==> config.mk <==
export PLATFORM = sky130hd
export DESIGN_NAME = ihist_bin_calc
export DESIGN_NICKNAME = d
export VERILOG_FILES = /design/src/rtl/core/ihist_pkg.sv /design/src/rtl/core/ihist_bin_calc.sv
export VERILOG_INCLUDE_DIRS = /design/src /design/src/rtl/core
export SDC_FILE = /design/constraint.sdc
export NUM_CORES = 1
export LEC_CHECK = 0
export ABC_AREA = 1
export BUFFER_PORTS_ARGS = -buffer_cell sky130_fd_sc_hd__buf_2
export CORE_MARGIN = 2
export CORE_UTILIZATION = 54
export DETAILED_ROUTE_END_ITERATION = 6
export GPL_TIMING_DRIVEN = 1
export PLACE_DENSITY = 0.79
export REMOVE_ABC_BUFFERS = 1
export SLEW_MARGIN = 20
export SYNTH_ARGS = -nofsm -noshare
export SYNTH_HDL_FRONTEND = slang
export SYNTH_SLANG_ARGS = --single-unit
==> constraint.sdc <==
create_clock -name clk -period 0.8 [get_ports clk]
set_clock_uncertainty 0.1 [all_clocks]
set_input_delay 0.2 -clock clk [delete_from_list [all_inputs] [get_ports clk]]
set_output_delay 0.2 -clock clk [all_outputs]
set_load 0.02 [all_outputs]
==> src/rtl/core/assert_macros.svh <==
// Assertion macros shared by the histogram core RTL.
// Each macro expects clk and arst_n to exist in the using module.
`ifndef ASSERT_MACROS_SVH
`define ASSERT_MACROS_SVH

// Same-cycle implication, disabled while in reset
`define ASSERT_IMPLIES(lbl, ante, cons) \
	lbl: assert property (@(posedge clk) disable iff (!arst_n) (ante) |-> (cons)) \
		else $error("assertion failed");

// Next-cycle implication, disabled while in reset
`define ASSERT_NEXT(lbl, ante, cons) \
	lbl: assert property (@(posedge clk) disable iff (!arst_n) (ante) |=> (cons)) \
		else $error("assertion failed");

`endif

==> src/rtl/core/ihist_pkg.sv <==
// Types and constants for the intensity histogram core.
// No dependencies; imported by every module of the core.
package ihist_pkg;

	localparam int BIN_NUM          = 256;
	localparam int BIN_W            = $clog2(BIN_NUM);
	localparam int SAMPLE_W         = 8;
	localparam int SAMPLE_NUM       = 4;
	localparam int SUM_W            = 10;
	localparam int CHAN_W           = 3;
	localparam int RES_COUNT_W      = 32;
	localparam int COUNT_WIDTH_DEF  = 32;
	localparam int MAX_CHANNELS_DEF = 4;
	// floor(x/3) == (x*683)>>11 for every x below 1024
	localparam int RECIP3           = 683;
	localparam int RECIP3_SHIFT     = 11;
	localparam int PROD_W           = SUM_W + RECIP3_SHIFT;
	localparam logic [CHAN_W-1:0] CHAN_RESET = CHAN_W'(1);

	typedef enum logic {
		MODE_ADD  = 1'b0,
		MODE_READ = 1'b1
	} mode_t;

	typedef struct packed {
		mode_t                mode;
		logic [SAMPLE_W-1:0]  sample_0;
		logic [SAMPLE_W-1:0]  sample_1;
		logic [SAMPLE_W-1:0]  sample_2;
		logic [SAMPLE_W-1:0]  sample_3;
		logic [BIN_W-1:0]     read_bin;
	} ihist_pix_t;

	typedef struct packed {
		logic [BIN_W-1:0]       bin_index;
		logic [RES_COUNT_W-1:0] bin_count;
	} ihist_res_t;

	// Operation handed from the bin stage to the store
	typedef struct packed {
		logic             vld;
		mode_t            mode;
		logic [BIN_W-1:0] bin;
	} ihist_op_t;

	// Read-back word leaving the store
	typedef struct packed {
		logic       fire;
		ihist_res_t res;
	} ihist_wb_t;

endpackage

==> src/rtl/core/ihist_bin_calc.sv <==
// Bin stage: 8-bit bin index, the active-sample average or READ's read_bin.
// Depends on ihist_pkg.
`include "assert_macros.svh"

module ihist_bin_calc #(
	parameter int MAX_CHANNELS = ihist_pkg::MAX_CHANNELS_DEF
) (
	input  logic                           clk,
	input  logic                           arst_n,
	input  logic                           adv,
	input  logic                           acc,
	input  ihist_pkg::ihist_pix_t          pix,
	input  logic [ihist_pkg::CHAN_W-1:0]   chan,
	output ihist_pkg::ihist_op_t           op_s1
);
	import ihist_pkg::*;

	logic [CHAN_W-1:0]   n_eff;
	logic [SAMPLE_W-1:0] smp [SAMPLE_NUM];
	logic [SUM_W-1:0]    sum;
	logic [PROD_W-1:0]   prod;
	logic [BIN_W-1:0]    quo;
	logic [BIN_W-1:0]    bin;

	assign smp[0] = pix.sample_0;
	assign smp[1] = pix.sample_1;
	assign smp[2] = pix.sample_2;
	assign smp[3] = pix.sample_3;

	// Clamp the channel count into 1..MAX_CHANNELS
	always_comb begin
		n_eff = chan;
		if (chan == '0) begin
			n_eff = CHAN_W'(1);
		end
		if (n_eff > CHAN_W'(MAX_CHANNELS)) begin
			n_eff = CHAN_W'(MAX_CHANNELS);
		end
	end

	// Sum the active samples
	always_comb begin
		sum = '0;
		for (int c = 0; c < SAMPLE_NUM; c++) begin
			if (c < int'(n_eff)) begin
				sum = sum + SUM_W'(smp[c]);
			end
		end
	end

	// Divide by the count: shifts for 1, 2, 4, reciprocal multiply for 3
	assign prod = PROD_W'(sum) * PROD_W'(RECIP3);

	always_comb begin
		case (n_eff)
			CHAN_W'(2): quo = sum[1 +: BIN_W];
			CHAN_W'(3): quo = prod[RECIP3_SHIFT +: BIN_W];
			CHAN_W'(4): quo = sum[2 +: BIN_W];
			default:    quo = sum[BIN_W-1:0];
		endcase
	end

	assign bin = (pix.mode == MODE_READ) ? pix.read_bin : quo;

	// Advance the stage; drop the slot when nothing was taken
	always_ff @(posedge clk or negedge arst_n) begin
		if (!arst_n) begin
			op_s1 <= '0;
		end else if (adv) begin
			op_s1.vld  <= acc;
			op_s1.mode <= pix.mode;
			op_s1.bin  <= bin;
		end
	end

	`ASSERT_NEXT(a_s1_empty_no_acc, adv && !acc, !op_s1.vld)

endmodule

==> results of run 1 <==
## cell families after synthesis
logic type	after synthesis	synth area share
buf+inv	115	0.109
simple gates	285	0.295
compound gates	103	0.139
fa+ha+maj	104	0.366
xor+xnor	13	0.0283
flops	10	0.0622
## per-stage QoR
step                setup WS [ns]  cells  utilization  TNS [ns]
detailed placement          -6.81    940        0.779    -54.25
global placement            -6.67    940        0.779    -52.61
floorplan                   -6.11    620            -    -48.18
==> reports/results.tsv, run 1 <==
stage	metric	value	unit
clock_network	setup bufs post-CTS	103	
floorplan	Rows	31	
clock_network	CTS Sinks	10	
logic_synthesis	Synth area leaders	ha_1 (25%), nand2_1 (16%), fa_1 (11%)	
floorplan	Die Span Y	90.3	microns
clock_network	CTS resizes	176	
logic_synthesis	Synth top area share	0.252	
floorplan	starting density of the core	0.558	
logic_synthesis	Synth Flop Type	dfrtp_1	
clock_network	hold_buf cts	1	
placed_design	gp weighted congestion	1.01	
run_status	Error	[ERROR DPL-0033] detailed placement checks failed during check placement.	
clock_network	Root Buffer	clkbuf_8	
logic_synthesis	largest area contributor in the netlist	ha_1	
logic_synthesis	Netlist cell types	34	
logic_synthesis	Synth Cell Area	4020	sq um
logic_synthesis	Syn Inst Count	630	
run_status	outcome	did not finish	
placed_design	DP Wirelength	11600	microns
logic_synthesis	Syn Area/Cell	6.39	sq um
clock_network	total CTS buffers	3	
placed_design	Post-Place Cell Area	5620	sq um
logic_synthesis	asr flop ratio synth	1.00	
logic_synthesis	most numerous cell in the Yosys netlist	nand2_1	
clock_network	H-Tree Depth	1	
logic_synthesis	Post-synth EDFFs	0	
logic_synthesis	Seq/Total Area, Yosys	0.0622	
logic_synthesis	top post-synthesis cells by count	nand2_1 (171), inv_1 (103), ha_1 (81), a21oi_1 (54), nor2_1 (48)	
placed_design	IO Port Bufs	57	
logic_synthesis	register bit total from synthesis	10	
logic_synthesis	yosys warns	0	
clock_network	clk buf depth	2	
run_status	last flow stage reached	clock tree synthesis	
floorplan	die width	90.3	microns
floorplan	num ports	58	
==> run 2, diff against run 1 <==
CORE_UTILIZATION = 40   (was 54)
PLACE_DENSITY = unset   (was 0.79)
PLACE_DENSITY_LB_ADDON = 0.15   (was unset)
clock period = 1.05 ns   (was 0.8 ns; I/O delays follow)
==> reports/results.tsv, run 2 <==
stage	metric	value	unit	change
run_status	outcome	finished, violations left		
run_status	failing checks	negative setup slack		
sta	setup slack after layout	-6.16	ns	
routing	routed wire length	20800	microns	
min_path	Worst Hold Class	in -> reg		
sta	RSZ-0062 raised after global routing	true		
clock_network	clk_lat worst skew	0.24	ns	
floorplan	core area	9770	sq um	
logic_synthesis	asr flop ratio synth	1.00		unchanged
layout	area of the multi-input gates	4430	sq um	
floorplan	Rows	36		+16%
logic_synthesis	yosys warns	0		unchanged
layout	layout cell share with drive strength beyond 1	0.577		
layout	FILL cells	564		
placed_design	DP Wirelength	11200	microns	-3.5%
logic_synthesis	Post-synth EDFFs	0		unchanged
worst_setup_path	worst reg2reg path startpoint	op_s1[5]$_DFFE_PN0P_		
layout	nets	1142		
worst_setup_path	CP Max Fanout	3		
worst_setup_path	crit path from	pix[33]		
clock_network	clk buf depth	2		unchanged
grt	All-Layer GR Usage	0.321		
floorplan	Die Span Y	104	microns	+15%
run	max cap viols	0		
clock_network	CTS Sinks	10		unchanged
routing	post-route ant nets	0		
clock_network	clock-pin slew on the worst setup and hold paths	0.04	ns	
layout	max FFs per register	10		
logic_synthesis	Syn Area/Cell	6.39	sq um	unchanged
worst_setup_path	arrival time worst endpoint	7.24	ns	
worst_setup_path	slowest CP cell	fa_1		
logic_synthesis	top post-synthesis cells by count	nand2_1 (171), inv_1 (103), ha_1 (81), a21oi_1 (54), nor2_1 (48)		
logic_synthesis	largest area contributor in the netlist	ha_1		
logic_synthesis	Synth Cell Area	4020	sq um	unchanged
routing	DRC	0		
floorplan	num ports	58		unchanged
sta	final count of negative-setup-slack endpoints	18		
logic_synthesis	Seq/Total Area, Yosys	0.0622		unchanged
layout	antenna fix cells	0		
placed_design	dpl ws	-6.82	ns	-0.0105 ns
routing	mean number of vias per cell	5.42		
floorplan	die width	104	microns	+15%
sta	final hold vios	0		
routing	DRT Pass-1 Iters	5		
layout	Reg with most FFs	op_s1		
placed_design	gp weighted congestion	0.923		-8.7%
floorplan	starting density of the core	0.412		-0.146
grt	largest net degree at the start of global routing	18		
worst_setup_path	CP peak stage delay	0.51	ns	
sta	min cycle time layout	7.21	ns	
clock_network	H-Tree Depth	1		unchanged
layout	Area Overhead vs Synth	99.5	%	
layout	commonest cells after routing, fill and taps aside	buf_4 (293), nand2_1 (128), inv_1 (81), ha_1 (45), buf_2 (45)		
worst_setup_path	Critical Path RT	1.08	ns	
sta	Fmax	139	MHz	
grt	vias in the first global route	5909		
floorplan	die area	10900	sq um	
logic_synthesis	most numerous cell in the Yosys netlist	nand2_1		
worst_setup_path	CP startpoint kind	input port		
routing	DRT iter0 DRCs	451		
routing	wire length per cell	18.6	microns	
logic_synthesis	Synth top area share	0.252		unchanged
clock_network	total CTS buffers	3		unchanged
logic_synthesis	Synth area leaders	ha_1 (25%), nand2_1 (16%), fa_1 (11%)		
layout	final instance area	8030	sq um	
layout	Largest regs	op_s1: 10 flops		
min_path	hold path startpoint	acc		
logic_synthesis	Syn Inst Count	630		unchanged
routing	via total after detailed routing	6078		
worst_setup_path	CP Capture Type	flop		
grt	first-pass GRT wire length	28400	microns	
layout	most common cell after layout, fill and taps aside	buf_4		
layout	final core utilization	0.821		
clock_network	CTS tree	done		
sta	relative slew slack	0.641		
grt	GR Overflow Total	0		
logic_synthesis	register bit total from synthesis	10		unchanged
placed_design	IO Port Bufs	57		unchanged
logic_synthesis	Synth Flop Type	dfrtp_1		
sta	max-slew violation count	0		
logic_synthesis	Netlist cell types	34		unchanged
layout	register area	250	sq um	
placed_design	Post-Place Cell Area	5760	sq um	+2.5%
clock_network	Root Buffer	clkbuf_8		
sta	final worst-path cycle share	6.87		
worst_setup_path	kind of critical path	in -> reg		
grt	initial antenna violation count	0		
sta	slew of the pin with the lowest slew margin	0.532	ns	
## run 2: cell counts after synthesis
No cell type changed its count.
## run 2: final timing paths
path | to | slack (ns) | depth (start not counted)
max | op_s1[0]$_DFFE_PN0P_ | -6.16 | 47
min | op_s1[9]$_DFFE_PN0P_ | 0.14 | 3
max reg2reg | op_s1[5]$_DFFE_PN0P_ | 0.02 | 6
min reg2reg | op_s1[9]$_DFFE_PN0P_ | 0.39 | 2
max in group asynchronous | op_s1[9]$_DFFE_PN0P_ | 0.33 | 2
min in group asynchronous | op_s1[0]$_DFFE_PN0P_ | 0.33 | 2
## run 2: cells by family (layout without fill, tap and decap cells)
group,after synthesis,after routing,share of synthesized area
xor gates and xnor gates,13,13,0.0283
adders and majority gates,104,104,0.366
buffers and inverters,115,473,0.109
AOI/OAI and AO/OA,103,103,0.139
DFF,10,10,0.0622
and+or+nand+nor,285,285,0.295
## run 2: final cells by class
type / instances / area share
Clock buffer: 3 / 0.00514
Inverter: 105 / 0.0497
Sequential cell: 10 / 0.0312
Multi-Input combinational cell: 505 / 0.552
Tap cell: 133 / 0.0207
Timing Repair Buffer: 365 / 0.341
## run 2: worst max-delay path, delay by kind of cell
| kind | cells | cell delay (ns) |
|---|---|---|
| fa+ha+maj | 8 | 2.80 |
| xor+xnor | 1 | 0.23 |
| buf+inv | 10 | 0.81 |
| compound gates | 10 | 1.41 |
| simple gates | 18 | 1.70 |
## run 2: repair_timing
| item | 4_1_cts | 5_1_grt |
|---|---|---|
| gates resized for setup | 179 | 109 |
| endpoints found under the setup margin | 18 | 18 |
| pin swaps | 95 | 96 |
| setup buffers | 112 | 21 |
| hold buffers | 1 | 0 |
| hold endpoints to repair | 10 | 0 |
## run 2: routing by layer
metal  track usage  wire [microns]
met1         0.381            7850
met2         0.572           10100
met3        0.0326            1370
met4         0.162            1490
met5             0               0
## run 2: metrics by stage
stage	setup TNS [ns]	cells	hold WS (ns)
CTS	-45.63	1100	0.139
global placement	-51.75	987	0.0292
global route	-51.11	1121	0.154
detailed placement	-53.60	987	0.0288
finish	-48.89	1121	0.142
floorplan	-46.67	620	-0.133
Power of run 2 is not shown: default switching activity piles up to over one toggle a cycle in this logic, so the estimate is an artifact.
==> run 3, diff against run 2 <==
CORE_MARGIN = unset   (was 2)
HOLD_SLACK_MARGIN = 0.06   (was unset)
PLACE_DENSITY = 0.57   (was unset)
PLACE_DENSITY_LB_ADDON = unset   (was 0.15)
==> reports/results.tsv, run 3 (same netlist as run 2, synthesis figures left out) <==
stage	metric	value	unit	change
clock_network	clk buf depth	2		unchanged
sta	setup slack after layout	-6.05	ns	+0.113 ns
run	max cap viols	0		unchanged
run_status	failing checks	negative setup slack		
routing	DRT iter0 DRCs	256		-43%
grt	initial antenna violation count	0		unchanged
placed_design	IO Port Bufs	57		unchanged
sta	final worst-path cycle share	6.76		-0.107
clock_network	clock-pin slew on the worst setup and hold paths	0.05	ns	about the same
worst_setup_path	Critical Path RT	1.13	ns	+0.05 ns
worst_setup_path	kind of critical path	in -> reg		
layout	nets	1118		-2.1%
grt	All-Layer GR Usage	0.319		-0.00221
clock_network	CTS tree	done		
worst_setup_path	arrival time worst endpoint	7.17	ns	-0.07 ns
grt	GR Overflow Total	0		unchanged
layout	max FFs per register	10		unchanged
layout	layout cell share with drive strength beyond 1	0.531		-0.0464
sta	final count of negative-setup-slack endpoints	18		unchanged
floorplan	die area	10500	sq um	-3.8%
layout	Area Overhead vs Synth	88.7	%	
clock_network	Root Buffer	clkbuf_8		
routing	wire length per cell	16.7	microns	-10%
sta	max-slew violation count	0		unchanged
placed_design	cell count after placement	989		+0.20%
routing	mean number of vias per cell	5.09		-6.0%
clock_network	H-Tree Depth	1		unchanged
routing	DRT Pass-1 Iters	5		unchanged
floorplan	die width	102	microns	-1.9%
placed_design	gp weighted congestion	0.958		+3.7%
routing	routed wire length	18300	microns	-12%
layout	most common cell after layout, fill and taps aside	buf_4		
routing	via total after detailed routing	5594		-8.0%
worst_setup_path	Worst path most repeated cell	nand2_1		
clock_network	clk_lat worst skew	0.23	ns	about the same
worst_setup_path	CP Capture Type	flop		
routing	DRC	0		unchanged
grt	largest net degree at the start of global routing	18		unchanged
floorplan	Rows	36		unchanged
clock_network	CTS Sinks	10		unchanged
floorplan	starting density of the core	0.412		unchanged
sta	slew of the pin with the lowest slew margin	0.389	ns	-0.144 ns
floorplan	Die Span Y	102	microns	-1.9%
layout	commonest cells after routing, fill and taps aside	buf_4 (275), nand2_1 (142), inv_1 (86), ha_1 (52), buf_2 (45)		
layout	final non-filler cell total	1098		-2.1%
clock_network	total CTS buffers	3		unchanged
floorplan	num ports	58		unchanged
sta	relative slew slack	0.740		+0.0989
floorplan	core area	9770	sq um	unchanged
sta	worst hold margin	0.146	ns	+0.00442 ns
run_status	outcome	finished, violations left		
sta	final hold vios	0		unchanged
layout	Reg with most FFs	op_s1		
worst_setup_path	slowest CP cell	fa_1		
placed_design	DP Wirelength	11600	microns	+3.8%
worst_setup_path	CP peak stage delay	0.51	ns	about the same
routing	post-route ant nets	0		unchanged
sta	Fmax	141	MHz	+1.6%
sta	min cycle time layout	7.10	ns	-0.113 ns
sta	RSZ-0062 raised after global routing	true		
worst_setup_path	CP Max Fanout	4		+1
layout	antenna fix cells	0		unchanged
layout	final core utilization	0.777		-0.0444
min_path	Worst Hold Class	in -> reg		
grt	vias in the first global route	5474		-7.4%
grt	first-pass GRT wire length	25700	microns	-9.5%
layout	Largest regs	op_s1: 10 flops		
sta	setup tns final	-48.36	ns	+0.523 ns
worst_setup_path	CP startpoint kind	input port		
-- run 3: cell count changes in the layout (fill, tap and decap cells not counted), sizes merged --
cell | previous run | this run
clkbuf | 3 | 4
buf | 364 | 340
-- run 3: through the flow --
stage               worst slack [ns]  instance area (sq um)
floorplan                      -5.92                   3980
detailed placement             -6.66                   5770
global placement               -6.57                   5770
CTS                            -5.76                   7040
finish                         -6.05                   7590
global route                   -6.40                   7590
-- run 3: what timing repair did --
action | 4_1_cts | 5_1_grt
gates resized for setup | 135 | 97
endpoints found under the hold margin | 10 | 0
hold buffers | 1 | 0
pin swaps | 73 | 60
buffers inserted | 88 | 18
setup endpoints to repair | 18 | 18
-- run 3: final timing paths --
path / end / depth (start not counted) / slack [ns] / from
min in group asynchronous: op_s1[3]$_DFFE_PN0P_ / 2 / 0.33 / arst_n
min: op_s1[9]$_DFFE_PN0P_ / 3 / 0.15 / acc
max reg2reg: op_s1[8]$_DFFE_PN0P_ / 3 / 0.18 / op_s1[8]$_DFFE_PN0P_
max in group asynchronous: op_s1[9]$_DFFE_PN0P_ / 2 / 0.33 / arst_n
min reg2reg: op_s1[2]$_DFFE_PN0P_ / 2 / 0.42 / op_s1[2]$_DFFE_PN0P_
max: op_s1[4]$_DFFE_PN0P_ / 43 / -6.05 / pix[24]
-- run 3: cell type report --
class                   instances  area, sq um
clock buffers                   4         55.1
fillers                       670         2180
inverters                     105          402
multi-input cells             505         4190
flip-flops and latches         10          250
well taps                     133          166
repair buffers                341         2530
-- run 3: per-layer routing --
layer,vias up,global-route usage,share of wire
li1,2708,-,-
met5,-,0,0
met2,190,0.566,0.49
met4,0,0.156,0.056
met1,2623,0.392,0.41
met3,73,0.0198,0.036
-- run 3: critical path, delay by kind of cell --
kind	cells	cell delay (ns)
buffers and inverters	8	0.50
AOI/OAI and AO/OA	11	1.53
xor gates and xnor gates	2	0.36
adders and majority gates	9	2.99
and+or+nand+nor	13	1.52
Power of run 3 is left out for the same reason.
==> run 4, diff against run 3 <==
BUFFER_PORTS_ARGS = unset   (was -buffer_cell sky130_fd_sc_hd__buf_2)
DONT_BUFFER_PORTS = 1   (was unset)
PLACE_DENSITY = 0.52   (was 0.57)
==> reports/results.tsv, run 4 (same netlist as run 2, synthesis figures left out) <==
stage	metric	value	unit	change
run_status	outcome	finished, violations left		
run_status	failing checks	negative setup slack		
grt	GR Overflow Total	0		unchanged
clock_network	H-Tree Depth	1		unchanged
sta	final count of negative-setup-slack endpoints	8		-10
sta	slew of the pin with the lowest slew margin	0.466	ns	+0.0773 ns
sta	relative slew slack	0.688		-0.0519
worst_setup_path	kind of critical path	in -> reg		
floorplan	Die Span Y	102	microns	unchanged
placed_design	dpl ws	-6.69	ns	-0.0240 ns
routing	via total after detailed routing	5408		-3.3%
placed_design	Post-Place Cell Area	5380	sq um	-6.9%
floorplan	core area	9770	sq um	unchanged
routing	DRT Pass-1 Iters	6		+1
sta	setup slack after layout	-5.88	ns	+0.169 ns
sta	Fmax	144	MHz	+2.4%
grt	All-Layer GR Usage	0.305		-0.0141
worst_setup_path	worst setup path endpoint	op_s1[0]$_DFFE_PN0P_		
clock_network	Root Buffer	clkbuf_8		
grt	largest net degree at the start of global routing	18		unchanged
worst_setup_path	CP peak stage delay	0.53	ns	+0.02 ns
clock_network	clk buf depth	2		unchanged
layout	layout cell share with drive strength beyond 1	0.515		-0.0159
grt	initial antenna violation count	0		unchanged
sta	final worst-path cycle share	6.60		-0.161
layout	Reg with most FFs	op_s1		
sta	RSZ-0062 raised after global routing	true		
routing	DRT iter0 DRCs	319		+25%
worst_setup_path	crit path from	pix[24]		
floorplan	starting density of the core	0.412		unchanged
worst_setup_path	Critical Path RT	1.07	ns	-0.06 ns
clock_network	CTS tree	done		
grt	vias in the first global route	5274		-3.7%
worst_setup_path	worst r2r dst	op_s1[7]$_DFFE_PN0P_		
min_path	Worst Hold Class	in -> reg		
worst_setup_path	FF-to-FF setup slack	0.17	ns	about the same
layout	most common cell after layout, fill and taps aside	buf_4		
clock_network	clk_lat worst skew	0.23	ns	about the same
worst_setup_path	CP Max Fanout	5		+1
floorplan	die area	10500	sq um	unchanged
placed_design	gp weighted congestion	0.895		-6.6%
clock_network	total CTS buffers	3		unchanged
layout	Largest regs	op_s1: 10 flops		
sta	worst hold margin	0.0821	ns	-0.0639 ns
routing	routed wire length	17800	microns	-2.9%
layout	max FFs per register	10		unchanged
routing	mean number of vias per cell	5.30		+4.0%
sta	setup tns final	-46.57	ns	+1.79 ns
worst_setup_path	worst reg2reg path startpoint	op_s1[7]$_DFFE_PN0P_		
clock_network	clock-pin slew on the worst setup and hold paths	0.05	ns	about the same
layout	antenna fix cells	0		unchanged
layout	final instance area	7210	sq um	-5.0%
sta	min cycle time layout	6.93	ns	-0.169 ns
routing	wire length per cell	17.4	microns	+4.4%
floorplan	Rows	36		unchanged
routing	post-route ant nets	0		unchanged
floorplan	num ports	58		unchanged
worst_setup_path	Register-to-Register Path Depth	4		+1
placed_design	DP Wirelength	11300	microns	-3.0%
worst_setup_path	CP startpoint kind	input port		
clock_network	CTS Sinks	10		unchanged
worst_setup_path	CP Capture Type	flop		
placed_design	IO Port Bufs	0		-100%
layout	Area Overhead vs Synth	79.2	%	
grt	first-pass GRT wire length	24800	microns	-3.6%
worst_setup_path	arrival time worst endpoint	6.95	ns	-0.22 ns
sta	max-slew violation count	0		unchanged
floorplan	die width	102	microns	unchanged
layout	commonest cells after routing, fill and taps aside	buf_4 (253), nand2_1 (133), inv_1 (86), ha_1 (53), nand2_2 (35)		
routing	DRC	0		unchanged
worst_setup_path	slowest CP cell	fa_1		
run	max cap viols	0		unchanged
sta	final hold vios	0		unchanged
layout	nets	1041		-6.9%
## run 4: repair_timing
item	4_1_cts	5_1_grt
setup buffers	83	18
hold endpoints to repair	11	0
resized for setup	143	106
pin swaps	85	81
cloned	0	0
setup endpoints to repair	17	18
hold buffers	3	0
## run 4: final cells by class
| cell class | instances | area (sq um) |
|---|---|---|
| Tap cell | 133 | 166 |
| Fill cell | 722 | 2570 |
| Inverter | 105 | 407 |
| Sequential cell | 10 | 263 |
| Multi-Input combinational cell | 505 | 4300 |
| Clock buffer | 4 | 55.1 |
| Timing Repair Buffer | 264 | 2020 |
## run 4: stage by stage
stage / cells / utilization
after global routing: 1021 / 0.737
final: 1021 / 0.737
after detailed placement: 917 / 0.550
after floorplan: 620 / -
after CTS: 1006 / 0.682
after global placement: 917 / 0.550
## run 4: per-layer routing
layer  GRT usage  part of all wire
met4       0.112             0.048
met2       0.551              0.50
met3      0.0445             0.076
met5           0                 0
met1       0.365              0.38
## run 4: worst min-delay path by stage
stage | start | end | cells past startpoint
5_1_grt | adv | op_s1[8]$_DFFE_PN0P_ | 2
6_report | adv | op_s1[8]$_DFFE_PN0P_ | 2
3_5_place_dp | arst_n | op_s1[3]$_DFFE_PN0P_ | 0
2_1_floorplan | arst_n | op_s1[0]$_DFFE_PN0P_ | 0
4_1_cts | adv | op_s1[8]$_DFFE_PN0P_ | 2
3_3_place_gp | arst_n | op_s1[3]$_DFFE_PN0P_ | 0
## run 4: worst max-delay path: cells and delay by family
family | cells | cell delay, ns
AND/OR/NAND/NOR | 14 | 1.53
XOR/XNOR | 1 | 0.18
buffers and inverters | 4 | 0.24
adder cells (fa/ha/maj) | 9 | 3.18
AO/OA/AOI/OAI | 10 | 1.54
Power of run 4 is left out for the same reason.
